<file path="config.mk">
export PLATFORM = sky130hd
export DESIGN_NAME = rmez_queue
export DESIGN_NICKNAME = d
export VERILOG_FILES = /design/src/design/rmez_queue.sv
export SDC_FILE = /design/constraint.sdc
export NUM_CORES = 1
export LEC_CHECK = 0
export ABC_AREA = 1
export BUFFER_PORTS_ARGS = -buffer_cell sky130_fd_sc_hd__buf_2
export CAP_MARGIN = 0
export CORE_ASPECT_RATIO = 2
export CORE_MARGIN = 3
export CORE_UTILIZATION = 45
export CTS_CLUSTER_DIAMETER = 200
export DETAILED_ROUTE_END_ITERATION = 7
export PLACE_DENSITY = 0.68
export SYNTH_ARGS = -nofsm -noshare
export SYNTH_HDL_FRONTEND = slang
export SYNTH_SLANG_ARGS = --single-unit
</file>
<file path="constraint.sdc">
create_clock -name clk -period 2.09 [get_ports clk]
set_input_delay 0.418 -clock clk [delete_from_list [all_inputs] [get_ports clk]]
set_output_delay 0.418 -clock clk [all_outputs]
set_load 0.03 [all_outputs]
</file>
<file path="src/design/rmez_queue.sv">
// ----------------------------------------------------------------------------
// rmez_queue
// small fifo between classification and the cordic back end
// ----------------------------------------------------------------------------
module rmez_queue #(
    parameter int W = 8
) (
    input  logic         clk,
    input  logic         rst_n,
    input  logic         push,
    input  logic [W-1:0] wdata,
    input  logic         pop,
    output logic [W-1:0] rdata,
    output logic         not_empty,
    output logic         almost_full
);
    localparam int Depth = 4;

    logic [W-1:0] mem_reg [Depth];
    logic [1:0]   wp_reg;
    logic [1:0]   rp_reg;
    logic [2:0]   cnt_reg;

    always_ff @(posedge clk or negedge rst_n)
    begin
        if (!rst_n)
        begin
            wp_reg  <= '0;
            rp_reg  <= '0;
            cnt_reg <= '0;
        end
        else
        begin
            if (push)
                wp_reg <= wp_reg + 2'd1;
            if (pop)
                rp_reg <= rp_reg + 2'd1;
            cnt_reg <= cnt_reg + {2'b00, push} - {2'b00, pop};
        end
    end

    always_ff @(posedge clk)
    begin
        if (push)
            mem_reg[wp_reg] <= wdata;
    end

    assign rdata       = mem_reg[rp_reg];
    assign not_empty   = cnt_reg != 3'd0;
    assign almost_full = cnt_reg >= 3'd3;

endmodule

</file>
[Word-level counts from Yosys, hierarchy flattened]
Memory sizes are Yosys's and may differ from the RTL's.
Index checks and enable logic that the tools add are counted.
Cells by class
  magnitude comparators: 1
  add/sub/neg operators: 4
  multiplexer cells: 2
  reductions and logical operators: 1
Operators by type and width (count)
  adder 2 x 1 -> 2 bit (second input constant): 2
  adder 3 x 1 -> 3 bit: 1
  greater-or-equal comparator 3 x 2 -> 1 bit (second input constant): 1
  nonzero test 3 bit: 1
  subtractor 3 x 1 -> 3 bit: 1
  two-way mux 1 bit: 2
Word-level totals
  memory bits (writable): 32
  output and inout bits: 10
  memories: 1
  register bits after elaboration: 7
Memory list
  mem_reg: depth 4, bits a word 8, read ports 1, clocked after Yosys merged registers in 0, wr ports 1, line 19  | logic [W-1:0] mem_reg [Depth];

[Logic depth before layout (Yosys ltp)]
  word-level depth: 2
  gate-level depth with buffers: 6
  gate-level depth less buffers: 6

[Worst setup path after synthesis]
No wires, ideal clock.
  path type: input -> register
  start: input port pop
  end: register cnt_reg[2]
  stages: 5
  setup time: 0.122 ns
  arrival: 1.383 ns
  path slack: 0.585 ns
  data required time: 1.968 ns
  path through: ha_1 > inv_1 > ha_1 > fa_1 > xor2_1
On the way
  word-level cells in the longest chain between the ends: 1
RTL lines
  start: declaration: line 12  | input logic pop,
  subtractor 3 x 1 -> 3 bit: line 38  | cnt_reg <= cnt_reg + {2'b00, push} - {2'b00, pop};
  end signal: assignment: line 38
  end: declaration: line 22  | logic [2:0] cnt_reg;
Every way passes these cells.
A chain may end at the register's enable or synchronous reset.

[Worst setup path in the final report]
  start: register rp_reg[0]
  end: output port rdata[3]
On the way
  word-level cells in the longest chain between the ends: 1
RTL lines
  start: declaration: line 21  | logic [1:0] rp_reg;
  start signal: assignment: line 37  | rp_reg <= rp_reg + 2'd1;
  memory read (4 x 8 bit)
  end: declaration: line 13  | output logic [W-1:0] rdata,
Every way passes these cells.

==> flow_summary.ini <==
[die]
rows = 31
die_area_um2 = 4833
core_um2 = 3724
io_pins = 22
die_h_um = 95.36
initial_core_util_pct = 48.25
die_x_um = 50.68

[worst_setup_path]
endpoint_kind = primary output
crit_chain = buf_4 -> nand2_1 -> nand3_1 -> nand2_1 -> buf_2
worst_path_largest_cell_delay_ns = 0.52
worstSetupStartpointType = register
crit_fanout = 12
cp.required_ns = 1.67
arrival_ns = 1.45
path_common_cell = nand2_1
worstSetupPathType = reg -> out
cp_slowest_cell = dfrtp_2
critPathTopFamily = flip-flops
critPathBufInv = 2

[status]
status = finished, final reports clean

[sta]
worst_pin_slew_ns = 0.3823
finalCritPeriodShare_pct = 89.14
hold_viol_final = 0
relSlewSlack_pct = 74.48
finalWorstSetupSlack_ns = 0.2270
finalSetupViolations = 0
rsz0062_at_grt = no
slew_violations = 0
max_freq_ghz = 0.5368
period_minus_slack_ns = 1.863
totalNegativeSetupSlack_ns = 0
finClkSkew_ns = 0.007886
fin_hold_ws_ns = 0.3364

[route]
wl_per_cell_um = 12.58
routed_wl_um = 3045
firstDrtPassIters = 4
ant_nets = 0
drc = 0
route.layer.met1.wl_um = 1103
dr_wl_met2_um = 1700
top_layer = met4
drtIter0Drc = 29
vias = 1113
vias_per_cell = 4.599
wl_met3_um = 156

[global_routing]
grt_max_degree = 17
antenna_found_initial = 0
grt_pass1_wl_um = 4871
overflow = 0
grt_pass1_vias = 1110
grt_usage_pct = 14.19

[placed_design]
dp_slack_ns = 0.4001
hpwl_um = 2190
placed_area_um2 = 1918
place_congestion = 0.7806
numPortBuffers = 21

[job]
cap_violations = 0

[synth]
seq_area_frac_synth_pct = 63.23
avgSynthCellArea_um2 = 10.76
synthCells = 167
synth.distinct_cells = 17
ys_seq_elements = 39
synth_fp_nets = 187
netlist_area_um2 = 1797
yosysWarnings = 0

[pwr]
ir_drop_uv = 954.4
p_leak_nw = 0.9979
p_clk_share_pct = 19.1
power_switching_mw = 1.209
p_per_area_nw_per_um2 = 1435
internal-power_mw = 1.707
swShare_pct = 41.46
power_frac_seq_pct = 40.7
comb_power_share_pct = 40.3

[finish]
syn_to_final_growth_pct = 13.16
post-route-util_pct = 54.60
fin_area_um2 = 2033
layout.nets = 212
nFillCells = 340
largest_register_ff_count = 32
diodes = 0
drive_above_1_share_pct = 21.24

[clock_network]
clkSlewWorstSetupHoldPaths_ns = 0.07
cts_setup_buffers = 0
cts_tree = built
cts.sink_count = 39
clk_latency_ns = 0.29
ctsHtreeMaxLevel = 2
cts_root_buffer = clkbuf_8
clock_path_buffers = 2
cts_buffers = 5

[worst_hold_path]
hold_path_class = in -> reg
-- logic make-up (layout without fill, tap and decap cells) --
family | after synthesis | after routing | share of synthesized area (%)
AND/OR/NAND/NOR | 64 | 64 | 15.67
buffers and inverters | 50 | 76 | 12.60
XOR/XNOR | 4 | 4 | 1.950
flip-flops | 39 | 39 | 63.23
adder cells (fa/ha/maj) | 8 | 8 | 5.989
AO/OA/AOI/OAI | 2 | 2 | 0.5566
-- power by group through the flow --
stage / Combinational (mW) / Sequential, mW / Clock (mW)
2_1_floorplan: 1.01 / 1.11 / 0
3_3_place_gp: 1.12 / 1.19 / 0
3_5_place_dp: 1.19 / 1.20 / 0
4_1_cts: 1.20 / 1.18 / 0.562
5_1_grt: 1.31 / 1.21 / 0.592
6_report: 1.18 / 1.19 / 0.556
-- worst paths after layout --
kind | start | end | slack [ns] | depth (start not counted)
max in group asynchronous | rst_n | rp_reg[0] | 1.42 | 2
setup / recovery | rp_reg[0] | rdata[3] | 0.23 | 5
min in group asynchronous | rst_n | cnt_reg[1] | 0.50 | 2
hold / removal | pop | rp_reg[0] | 0.34 | 2
setup reg to reg | cnt_reg[0] | cnt_reg[2] | 0.56 | 6
hold reg to reg | wp_reg[0] | wp_reg[0] | 0.55 | 1
-- per-layer routing --
layer  track usage, %  vias to the layer above
li1                 -                      558
met1            13.53                      514
met2            25.87                       32
met3            3.756                        9
met4            9.213                        0
met5                0                        -
-- per-stage QoR --
stage | std cells | total power, mW
after floorplan | 167 | 2.114
after global placement | 233 | 2.309
after detailed placement | 233 | 2.394
after CTS | 242 | 2.943
after global routing | 242 | 3.109
final | 242 | 2.917
-- Yosys cell counts --
| cell type | instances | share of area [%] |
|---|---|---|
| dfrtp_1 | 7 | 9.7 |
| clkbuf_2 | 1 | 0.28 |
| nand3_1 | 17 | 4.7 |
| xor2_1 | 4 | 1.9 |
| inv_2 | 1 | 0.21 |
| fa_1 | 1 | 1.1 |
| inv_6 | 1 | 0.49 |
| inv_1 | 43 | 9.0 |
| buf_2 | 1 | 0.28 |
| nand2_2 | 8 | 2.8 |
| buf_6 | 2 | 1.3 |
| o21ai_0 | 1 | 0.28 |
| nand2_1 | 39 | 8.1 |
| edfxtp_1 | 32 | 53 |
| buf_12 | 1 | 1.1 |
| o21ai_1 | 1 | 0.28 |
| ha_1 | 7 | 4.9 |
-- cell type report --
class                           count  area, µm²  area share (%)
Clock buffer                        7      96.34           4.738
Clock inverter                      1      7.507          0.3692
Sequential cell                    39       1137           55.94
Timing Repair Buffer               23      122.6           6.031
Inverter                           45      173.9           8.554
Tap cell                           49      61.31           3.015
Multi-Input combinational cell     78      434.2           21.35
-- layout by cell type, fill, tap and decap left out --
| cell | synthesis | routed |
|---|---|---|
| nand2_2 | 8 | 8 |
| o21ai_0 | 1 | 1 |
| ha_1 | 7 | 7 |
| clkinvlp_4 | 0 | 1 |
| o21ai_1 | 1 | 1 |
| dfrtp_2 | 0 | 1 |
| xor2_1 | 4 | 4 |
| inv_1 | 43 | 43 |
| inv_2 | 1 | 1 |
| dlygate4sd3_1 | 0 | 1 |
| buf_4 | 0 | 1 |
| fa_1 | 1 | 1 |
| clkbuf_8 | 0 | 7 |
| nand3_1 | 17 | 17 |
| dfrtp_1 | 7 | 6 |
| nand2_1 | 39 | 39 |
| buf_2 | 1 | 21 |
| edfxtp_1 | 32 | 32 |
| inv_6 | 1 | 1 |
-- repair_timing --
| action | 4_1_cts | 5_1_grt |
|---|---|---|
| hold endpoints to repair | 7 | 0 |
| gates resized for setup | 0 | 1 |
| hold buffers | 1 | 0 |
| endpoints found under the setup margin | 0 | 6 |
No activity file was read; power rests on OpenSTA's default activity.
